$ cat config.mk
export PLATFORM = sky130hd
export DESIGN_NAME = color_blob_centroid
export DESIGN_NICKNAME = d
export VERILOG_FILES = /design/src/cbc_pkg.sv /design/src/color_blob_centroid.sv /design/src/cbc_alu.sv
export VERILOG_INCLUDE_DIRS = /design/src /design/src/src
export SDC_FILE = /design/constraint.sdc
export NUM_CORES = 1
export LEC_CHECK = 0
export BUFFER_PORTS_ARGS = -buffer_cell sky130_fd_sc_hd__buf_2
export CAP_MARGIN = 20
export CORE_UTILIZATION = 40
export CTS_BUF_LIST = sky130_fd_sc_hd__clkbuf_2
export CTS_CLUSTER_DIAMETER = 200
export DETAILED_ROUTE_END_ITERATION = 8
export PLACE_DENSITY = 0.58
export SKIP_LAST_GASP = 1
export SLEW_MARGIN = 20
export SYNTH_ARGS = -nofsm -noshare
export SYNTH_HDL_FRONTEND = slang
export SYNTH_HIERARCHICAL = 1
export SYNTH_SLANG_ARGS = --single-unit
$ cat constraint.sdc
create_clock -name clk -period 11.5 [get_ports clk]
set_input_delay 3.45 -clock clk [delete_from_list [all_inputs] [get_ports clk]]
set_output_delay 3.45 -clock clk [all_outputs]
set_load 0.02 [all_outputs]
$ cat src/color_blob_centroid_defines.svh
// ----------------------------------------------------------------------------
// Colour blob centroid: assertion macros
// Shared macros for the concurrent checks in the colour blob centroid block.
// ----------------------------------------------------------------------------
`ifndef COLOR_BLOB_CENTROID_DEFINES_SVH
`define COLOR_BLOB_CENTROID_DEFINES_SVH

// The consequent must hold in the same cycle as the antecedent.
`define CBC_ASSERT_SAME(name, clk, rst, ante, cons, msg) \
  name: assert property (@(posedge clk) disable iff (rst) (ante) |-> (cons)) else $error(msg);

// The consequent must hold in the cycle after the antecedent.
`define CBC_ASSERT_NEXT(name, clk, rst, ante, cons, msg) \
  name: assert property (@(posedge clk) disable iff (rst) (ante) |=> (cons)) else $error(msg);

`endif

$ cat src/cbc_pkg.sv
// ----------------------------------------------------------------------------
// Colour blob centroid package
// Widths, the operation codes and the request type of the shared adder.
// ----------------------------------------------------------------------------
package cbc_pkg;

  localparam int COLOR_W = 8;
  localparam int COORD_W = 10;
  localparam int RATIO_W = 4;
  localparam int PROD_W  = COLOR_W + RATIO_W;
  localparam int SUM_W   = 30;
  localparam int CNT_W   = 21;
  localparam int ALU_W   = 31;
  localparam int STEP_W  = $clog2(SUM_W);

  typedef enum logic {
    ALU_ADD,
    ALU_SUB
  } alu_op_t;

  typedef struct packed {
    alu_op_t            op;
    logic [ALU_W-1:0]   a;
    logic [ALU_W-1:0]   b;
  } alu_req_t;

endpackage

$ cat src/color_blob_centroid.sv
// ----------------------------------------------------------------------------
// Colour blob centroid
// Finds the mean position of the strongly blue pixels of each frame.
// ----------------------------------------------------------------------------
// A pixel transaction on the input stream carries red, green, blue, column and
// row in tdata and the end-of-frame mark in tlast. A pixel matches when blue is
// strictly greater than blue_ratio times red and than blue_ratio times green,
// and its coordinates lie inside MAX_WIDTH by MAX_HEIGHT; at most 2^20 matching
// pixels per frame are counted. The compares, accumulations and divisions run
// through one shared 31-bit adder under a small sequencer: a pixel that does
// not match passes through accept and two compares, one that matches also
// through three accumulations, and the input is not ready meanwhile. The last
// pixel of a frame then runs two restoring divisions of 30 steps each on the
// same adder, and an emit step hands the result to the output register. The
// result transaction carries found in tuser and the truncated mean column and
// row in tdata; both are zero when nothing matched. The output register lets
// the next frame's pixels be taken while a result still waits; only the next
// frame's result waits for it to drain. blue_ratio is written through the APB
// port at address 0 and resets to 5.
// ----------------------------------------------------------------------------
module color_blob_centroid import cbc_pkg::*; #(
  parameter int MAX_WIDTH  = 1024,
  parameter int MAX_HEIGHT = 1024
) (
  input  logic        clk,
  input  logic        rst,
  // APB configuration port
  input  logic        psel,
  input  logic        penable,
  input  logic        pwrite,
  input  logic [2:0]  paddr,
  input  logic [31:0] pwdata,
  output logic [31:0] prdata,
  output logic        pready,
  // Pixel stream
  input  logic        s_axis_tvalid,
  output logic        s_axis_tready,
  // tdata, lowest bit up: pixel_red, pixel_green, pixel_blue, column,
  // row_index, four zero bits
  input  logic [47:0] s_axis_tdata,
  input  logic        s_axis_tlast,    // frame_end
  // Result stream
  output logic        m_axis_tvalid,
  input  logic        m_axis_tready,
  // tdata, lowest bit up: centroid_x, centroid_y, four zero bits
  output logic [23:0] m_axis_tdata,
  output logic        m_axis_tuser     // found
);

  `include "color_blob_centroid_defines.svh"

  // Sequencer codes.
  localparam logic [3:0] ST_IDLE  = 4'd0;
  localparam logic [3:0] ST_CMP_R = 4'd1;
  localparam logic [3:0] ST_CMP_G = 4'd2;
  localparam logic [3:0] ST_ADD_X = 4'd3;
  localparam logic [3:0] ST_ADD_Y = 4'd4;
  localparam logic [3:0] ST_ADD_N = 4'd5;
  localparam logic [3:0] ST_DIV_X = 4'd6;
  localparam logic [3:0] ST_DIV_Y = 4'd7;
  localparam logic [3:0] ST_EMIT  = 4'd8;

  // Register index held in the word address bit of paddr.
  localparam logic REG_BLUE_RATIO = 1'b0;

  localparam logic [STEP_W-1:0] LAST_STEP = STEP_W'(SUM_W - 1);

  logic [3:0]         state;
  logic [RATIO_W-1:0] blue_ratio;

  // Pixel held while the sequencer works on it.
  logic [PROD_W-1:0]  prod_red;
  logic [PROD_W-1:0]  prod_green;
  logic [COLOR_W-1:0] blue;
  logic [COORD_W-1:0] col;
  logic [COORD_W-1:0] row;
  logic               last;
  logic               in_range;
  logic               red_ok;

  // Frame accumulators.
  logic [SUM_W-1:0]   column_sum;
  logic [SUM_W-1:0]   row_sum;
  logic [CNT_W-1:0]   match_count;

  // Divider state: the dividend register shifts the quotient in from the bottom.
  logic [SUM_W-1:0]   dividend;
  logic [CNT_W-1:0]   remainder;
  logic [STEP_W-1:0]  step;
  logic [COORD_W-1:0] quo_x;

  // Output register.
  logic               out_valid;
  logic               out_found;
  logic [COORD_W-1:0] out_x;
  logic [COORD_W-1:0] out_y;

  alu_req_t           alu_req;
  logic [ALU_W:0]     alu_res;
  logic               borrow;
  logic [CNT_W:0]     trial;
  logic [SUM_W-1:0]   dividend_next;
  logic [CNT_W-1:0]   remainder_next;
  logic               is_match;
  logic               pixel_take;
  logic               out_free;

  cbc_alu u_alu (
    .req (alu_req),
    .res (alu_res)
  );

  assign borrow = alu_res[ALU_W];

  // One division step: shift the next dividend bit into the partial remainder
  // and try to take the count away from it.
  assign trial          = {remainder, dividend[SUM_W-1]};
  assign dividend_next  = {dividend[SUM_W-2:0], ~borrow};
  assign remainder_next = borrow ? trial[CNT_W-1:0] : alu_res[CNT_W-1:0];

  // The count saturates at 2^20, which is its top bit set.
  assign is_match = red_ok && borrow && in_range && !match_count[CNT_W-1];

  assign pixel_take = s_axis_tvalid && s_axis_tready;
  assign out_free   = !out_valid || m_axis_tready;

  // Operand selection for the shared adder.
  always_comb begin
    alu_req.op = ALU_ADD;
    alu_req.a  = '0;
    alu_req.b  = '0;
    case (state)
      ST_CMP_R: begin
        // Borrow out of ratio*red - blue means blue is the greater.
        alu_req.op = ALU_SUB;
        alu_req.a  = ALU_W'(prod_red);
        alu_req.b  = ALU_W'(blue);
      end
      ST_CMP_G: begin
        alu_req.op = ALU_SUB;
        alu_req.a  = ALU_W'(prod_green);
        alu_req.b  = ALU_W'(blue);
      end
      ST_ADD_X: begin
        alu_req.a  = ALU_W'(column_sum);
        alu_req.b  = ALU_W'(col);
      end
      ST_ADD_Y: begin
        alu_req.a  = ALU_W'(row_sum);
        alu_req.b  = ALU_W'(row);
      end
      ST_ADD_N: begin
        alu_req.a  = ALU_W'(match_count);
        alu_req.b  = ALU_W'(1);
      end
      ST_DIV_X, ST_DIV_Y: begin
        alu_req.op = ALU_SUB;
        alu_req.a  = ALU_W'(trial);
        alu_req.b  = ALU_W'(match_count);
      end
      default: begin
        alu_req.op = ALU_ADD;
      end
    endcase
  end

  // Configuration register; writes to any other index are dropped.
  always_ff @(posedge clk) begin
    if (rst) begin
      blue_ratio <= RATIO_W'(5);
    end else if (psel && penable && pwrite && pready && paddr[2] == REG_BLUE_RATIO) begin
      blue_ratio <= pwdata[RATIO_W-1:0];
    end
  end

  assign pready = 1'b1;
  assign prdata = (paddr[2] == REG_BLUE_RATIO) ? 32'(blue_ratio) : 32'd0;

  // Pixel capture. The two products are formed here so that the compare
  // cycles see only the adder.
  always_ff @(posedge clk) begin
    if (pixel_take) begin
      prod_red   <= PROD_W'(blue_ratio) * PROD_W'(s_axis_tdata[7:0]);
      prod_green <= PROD_W'(blue_ratio) * PROD_W'(s_axis_tdata[15:8]);
      blue       <= s_axis_tdata[23:16];
      col        <= s_axis_tdata[33:24];
      row        <= s_axis_tdata[43:34];
      last       <= s_axis_tlast;
      in_range   <= (int'(s_axis_tdata[33:24]) < MAX_WIDTH) &&
                    (int'(s_axis_tdata[43:34]) < MAX_HEIGHT);
    end
  end

  // Sequencer, accumulators and divider.
  always_ff @(posedge clk) begin
    if (rst) begin
      state       <= ST_IDLE;
      column_sum  <= '0;
      row_sum     <= '0;
      match_count <= '0;
      out_valid   <= 1'b0;
    end else begin
      if (out_valid && m_axis_tready) begin
        out_valid <= 1'b0;
      end
      case (state)
        ST_IDLE: begin
          if (pixel_take) begin
            state <= ST_CMP_R;
          end
        end
        ST_CMP_R: begin
          red_ok <= borrow;
          state  <= ST_CMP_G;
        end
        ST_CMP_G: begin
          if (is_match) begin
            state <= ST_ADD_X;
          end else if (last) begin
            dividend  <= column_sum;
            remainder <= '0;
            step      <= '0;
            state     <= ST_DIV_X;
          end else begin
            state <= ST_IDLE;
          end
        end
        ST_ADD_X: begin
          column_sum <= alu_res[SUM_W-1:0];
          state      <= ST_ADD_Y;
        end
        ST_ADD_Y: begin
          row_sum <= alu_res[SUM_W-1:0];
          state   <= ST_ADD_N;
        end
        ST_ADD_N: begin
          match_count <= alu_res[CNT_W-1:0];
          if (last) begin
            dividend  <= column_sum;
            remainder <= '0;
            step      <= '0;
            state     <= ST_DIV_X;
          end else begin
            state <= ST_IDLE;
          end
        end
        ST_DIV_X: begin
          if (step == LAST_STEP) begin
            quo_x     <= dividend_next[COORD_W-1:0];
            dividend  <= row_sum;
            remainder <= '0;
            step      <= '0;
            state     <= ST_DIV_Y;
          end else begin
            dividend  <= dividend_next;
            remainder <= remainder_next;
            step      <= step + STEP_W'(1);
          end
        end
        ST_DIV_Y: begin
          dividend  <= dividend_next;
          remainder <= remainder_next;
          step      <= step + STEP_W'(1);
          if (step == LAST_STEP) begin
            state <= ST_EMIT;
          end
        end
        ST_EMIT: begin
          // The quotients are meaningless for an empty frame, so they are
          // replaced by zero there.
          if (out_free) begin
            out_valid   <= 1'b1;
            out_found   <= (match_count != '0);
            out_x       <= (match_count != '0) ? quo_x : '0;
            out_y       <= (match_count != '0) ? dividend[COORD_W-1:0] : '0;
            column_sum  <= '0;
            row_sum     <= '0;
            match_count <= '0;
            state       <= ST_IDLE;
          end
        end
        default: begin
          state <= ST_IDLE;
        end
      endcase
    end
  end

  assign s_axis_tready = (state == ST_IDLE);
  assign m_axis_tvalid = out_valid;
  assign m_axis_tuser  = out_found;
  assign m_axis_tdata  = {4'b0000, out_y, out_x};

  // Checks.
  `CBC_ASSERT_NEXT(a_take_starts_compare, clk, rst, pixel_take, state == ST_CMP_R,
                   "accepted pixel did not start the compare sequence")
  `CBC_ASSERT_SAME(a_count_below_cap, clk, rst, state == ST_ADD_N,
                   !match_count[CNT_W-1], "match count incremented beyond its cap")
  `CBC_ASSERT_NEXT(a_emit_clears, clk, rst, state == ST_EMIT && out_free,
                   match_count == '0 && state == ST_IDLE && out_valid,
                   "frame result did not clear the accumulators")
  `CBC_ASSERT_SAME(a_empty_is_zero, clk, rst, out_valid && !out_found,
                   out_x == '0 && out_y == '0, "empty frame gave a nonzero centroid")

endmodule

$ cat src/cbc_alu.sv
// ----------------------------------------------------------------------------
// Colour blob centroid shared adder
// One add/subtract unit; the top bit of the result is the carry or borrow.
// ----------------------------------------------------------------------------
module cbc_alu import cbc_pkg::*; (
  input  alu_req_t         req,
  output logic [ALU_W:0]   res
);

  always_comb begin
    case (req.op)
      ALU_ADD: res = {1'b0, req.a} + {1'b0, req.b};
      ALU_SUB: res = {1'b0, req.a} - {1'b0, req.b};
      default: res = '0;
    endcase
  end

endmodule

# == Word level (Yosys, flattened, before mapping) ==
# Cells that the tools add are included.
# totals
register_bits,231
out_inout_bits,60
wordCells,101
# classes
addsub,3
mul,2
eq_ne,14
mux,32
bitwise_logic,4
n_reduce_logical,26
# ops
cell,count
$pmux 61 s6,1
$mux 30,4
$pmux 30 s2,2
$pmux 30 s4,1
$mux 21,5
$pmux 21 s4,1
$pmux 32 s2,1
$pmux 21 s2,1
$pmux 4 s9,1
$add 30x31->32,1
$sub 30x31->32,1
$mul 4x8->12,2
$reduce_bool 21->1,1
$mux 4,5
$pmux 5 s4,1
$eq 4x3->1 const B,4
$mux 5,3
$reduce_and 3->1,3
$eq 4x2->1 const B,2
$ne 2x2->1 const B,4
$reduce_and 2->1,4
$logic_and 1x1->1,7
$mux 3,2
$reduce_bool 2->1,3
other kinds (14),21

# == Depth between registers and ports, before layout ==
# depth
ltp_word,9
ltp_mapped,30
mapped_depth_nobuf,26

# == Cells and area by module ==
# Netlist, hierarchy kept.
# modules_own_cells
module,instances,cells_per_inst,area_each_um2,seq_area_each_um2
color_blob_centroid,1,1181,12165.4,6035.8
cbc_alu,1,377,2468.6,0.0

# == Worst setup path before layout ==
# No wires, ideal clock.
# synth_path
kind,reg2reg
startpoint,reg state[3]
endpoint,reg dividend[0] (enable)
setup_ns,0.561
arrival_ns,9.351
required_time_ns,10.939
path_slack_ns,1.588
stages_incl_launch_ff,27
n_path_buf,5
path_cell_list,dfxtp_1 buf_4 nor2b_4 and2_1 buf_2 buf_4 a222oi_1 nand2_1 or4_4 or4_4 or2_2 nor2_1 nor2_1 xnor2_1 ha_1 clkbuf_1 nand4_1 nor4_1 inv_1 o211ai_1 o21ai_0 nor2_1 a2111oi_1 buf_2 nand2_1 nor2_1 a221oi_1
# synth_rtl
element,line,rtl
from (decl),color_blob_centroid.sv:68,logic [3:0] state;
from (signal assigned),color_blob_centroid.sv:197,state <= ST_IDLE;
from (signal assigned),color_blob_centroid.sv:209,state <= ST_CMP_R;
from (signal assigned),color_blob_centroid.sv:214,state <= ST_CMP_G;
to (signal assigned),color_blob_centroid.sv:220,dividend <= column_sum;
to (signal assigned),color_blob_centroid.sv:239,dividend <= column_sum;
to (signal assigned),color_blob_centroid.sv:250,dividend <= row_sum;
to (decl),color_blob_centroid.sv:87,logic [SUM_W-1:0] dividend;

==> impl.org <==
** GRT
- Overflow after GRT :: 0
- The initial antenna violation count was 1.
- The via count of the first global-routing pass was 11100.
- Maximum number of pins on one net before global-route repair :: 89
- Wire length of the first global-routing pass :: 59900 um
- Global routing usage summed across all routing layers :: 0.206

** CTS
- Number of sinks on the clock net :: 231
- TritonCTS created 61 clock buffers.
- Root Buffer Master :: sky130_fd_sc_hd__clkbuf_2
- Counting along the longest clock path gives a buffer depth of 3.
- TritonCTS built the clock tree.
- Gates resized during post-CTS repair numbered 0.
- Clock insertion delay at the later pin of the skew report :: 920 ps
- The H-tree generated during clock tree synthesis spans 2 levels.
- Hold buffer count at cts :: 0
- Clock-pin slew was measured on the worst setup and hold paths at 110 ps.
- Post-CTS timing repair inserted 0 buffers for setup.

** STA
- Time the worst path needs with I/O delays and setup :: 8160 ps
- Of the available clock period, the critical path in the final layout requires 0.710.
- Transition at the pin with the smallest max-transition slack :: 1100 ps
- Max-slew violation count :: 0
- Clock skew :: 44.6 ps
- Final setup TNS :: 0 ps
- Timing would allow up to around 0.12 GHz.
- Tightest slew margin relative to the limit :: 0.268
- Setup repair after global routing left no endpoint under its margin.
- Final hold violation count :: 0
- Total of endpoints with negative setup slack in the final report :: 0

** Die
- The initial utilization of the core area, before any placement, comes to 0.408.
- Number of rows in the core area :: 69
- Core region area :: 35700 um^2
- Number of placed I/O pins :: 151
- In this run the horizontal extent of the chip is 193 um.
- In this run the vertical extent of the chip is 193 um.
- The die covers 37200 um^2.

** Setup path
- Sort of element at the end of the critical path :: flip-flop
- Worst Setup Start Kind :: flip-flop
- In this design, the stage delay of the slowest critical-path cell is around 540 ps.
- Data arrival time of the worst path :: 8730 ps
- Worst path slowest cell :: sky130_fd_sc_hd__nor4_1
- At the worst endpoint, the required time is between 10000 and 15000 ps.
- The critical path is of the reg -> reg type.
- Crit path max fanout :: 48

** Power and ir drop
- Power spread over the standard cell area amounts to 171 nW/um^2.
- Worst IR drop on VDD :: 0.0000974 V
- Summed over all cells, the static leakage comes to about 6.3 nW.
- Total power consumption of the routed design :: 0.00272 W

** Detailed routing
- Number of iterations in the first detailed-routing pass :: 9
- Once detail routing completed, the nets flagged for antenna violations numbered 0.
- In the final routed layout, each cell accounts on average for about 18 um.
- In the routed layout, each cell is associated on average with a via count of 5.35.
- In this run, the number of DRC markers left after iteration 0 of detailed routing was 786.
- The routed layout has 11600 vias.
- Sum of routed wire length over all layers :: approximately 38000 um
- Drt drc :: 4

** Cells and area
- Area growth syn-to-layout :: 8.99%
- Summing all multi-input logic gate instances after layout gives 7830 um^2.
- The final layout contains 1828 nets.
- Fill cells in the final layout number 3575.
- Summing all flip-flop and latch instances after layout gives 6040 um^2.
- Fraction of layout cells with a size suffix above 1 :: 0.154

** Synth
- Yosys printed 6 warnings.
- Instance count of the mapped netlist :: 1548
- Dividing the synthesized area by the synthesized cell count gives 9.42 um^2.
- Synth Cell Area :: 14600 um^2

** Job
- MaxCap Viol Count :: 0

** Place
- DP HPWL :: 25900 um
- Count of buffers from port buffering :: 83
- Routability-driven placement finished with a final weighted congestion of 0.862.

** Hold path
- The min-delay analysis places its worst path in the category reg -> reg.

** Run status
- Run status :: finished, violations left
- The checks that failed: design-rule violations.
==> cell usage in the layout (no fill, tap or decap), types with 25 or more instances in the layout <==
cell type / count
sky130_fd_sc_hd__a21oi_1: 138
sky130_fd_sc_hd__a22oi_1: 54
sky130_fd_sc_hd__and2_1: 56
sky130_fd_sc_hd__buf_2: 83
sky130_fd_sc_hd__clkbuf_2: 104
sky130_fd_sc_hd__conb_1: 60
sky130_fd_sc_hd__dfxtp_1: 90
sky130_fd_sc_hd__edfxtp_1: 141
sky130_fd_sc_hd__fa_1: 25
sky130_fd_sc_hd__ha_1: 66
sky130_fd_sc_hd__inv_1: 71
sky130_fd_sc_hd__mux2i_1: 56
sky130_fd_sc_hd__nand2_1: 179
sky130_fd_sc_hd__nand3_1: 107
sky130_fd_sc_hd__nor2_1: 88
sky130_fd_sc_hd__o21ai_0: 53
sky130_fd_sc_hd__xnor2_1: 65
==> flip-flops by register name (all words and copies together) (netlist names) <==
register       flops
blue_ratio         4
m_axis_tvalid      1
column_sum        30
col               10
remainder         21
step               5
prod_red          12
row               10
m_axis_tuser       1
out_y             10
prod_green        12
blue               8
quo_x             10
out_x             10
last               1
row_sum           30
state              4
dividend          30
red_ok             1
match_count       21
==> layout make-up <==
| cell class | count | share of cell area |
|---|---|---|
| repair buffers | 101 | 0.0347 |
| diodes | 2 | 0.000315 |
| well taps | 461 | 0.0363 |
| flip-flops and latches | 231 | 0.380 |
| inverters | 72 | 0.0170 |
| clock buffers | 104 | 0.0328 |
| clock inverters | 11 | 0.00638 |
| multi-input cells | 1179 | 0.493 |
==> worst max-delay path, delay by kind of cell (launching register included) <==
family	cells	cell delay, ps
DFF	1	520
and+or+nand+nor	13	3310
adders and majority gates	2	570
buffers and inverters	5	1280
xor gates and xnor gates	1	140
AOI/OAI and AO/OA	6	1900
==> layer usage <==
metal / part of all wire / vias up / GRT usage
met3: 0.056 / 88 / 0.0375
li1: - / 5666 / -
met2: 0.48 / 342 / 0.344
met5: 0 / - / 0
met1: 0.43 / 5465 / 0.261
met4: 0.034 / 0 / 0.0824
==> metrics by stage <==
| stage | util | hold WS (ps) | std cells | cell area [um^2] | worst slack (ps) |
|---|---|---|---|---|---|
| 6_report | 0.444 | 487 | 2161 | 15900 | 3340 |
| 5_1_grt | 0.444 | 502 | 2160 | 15900 | 2560 |
| 4_1_cts | 0.444 | 487 | 2159 | 15900 | 3320 |
| 3_5_place_dp | 0.427 | 469 | 2044 | 15300 | 3400 |
| 3_3_place_gp | 0.427 | 461 | 2044 | 15300 | 3570 |
| 2_1_floorplan | - | 440 | 1606 | 14800 | 1590 |
==> worst paths after layout <==
| path | startpoint | end | slack, ps | depth (start not counted) |
|---|---|---|---|---|
| max | state[0] | step[3] | 3340 | 27 |
| min | dividend[7] | quo_x[8] | 490 | 0 |
| max reg2reg | state[0] | step[3] | 3340 | 27 |
| min reg2reg | dividend[7] | quo_x[8] | 490 | 0 |
==> power breakdown <==
group	internal [W]	switching, W	total (W)
Clock	0.000282	0.000354	0.000636
Sequential	0.000942	0.0000325	0.000975
Combinational	0.000395	0.000716	0.00111
Power figures use the tool's default switching activity.
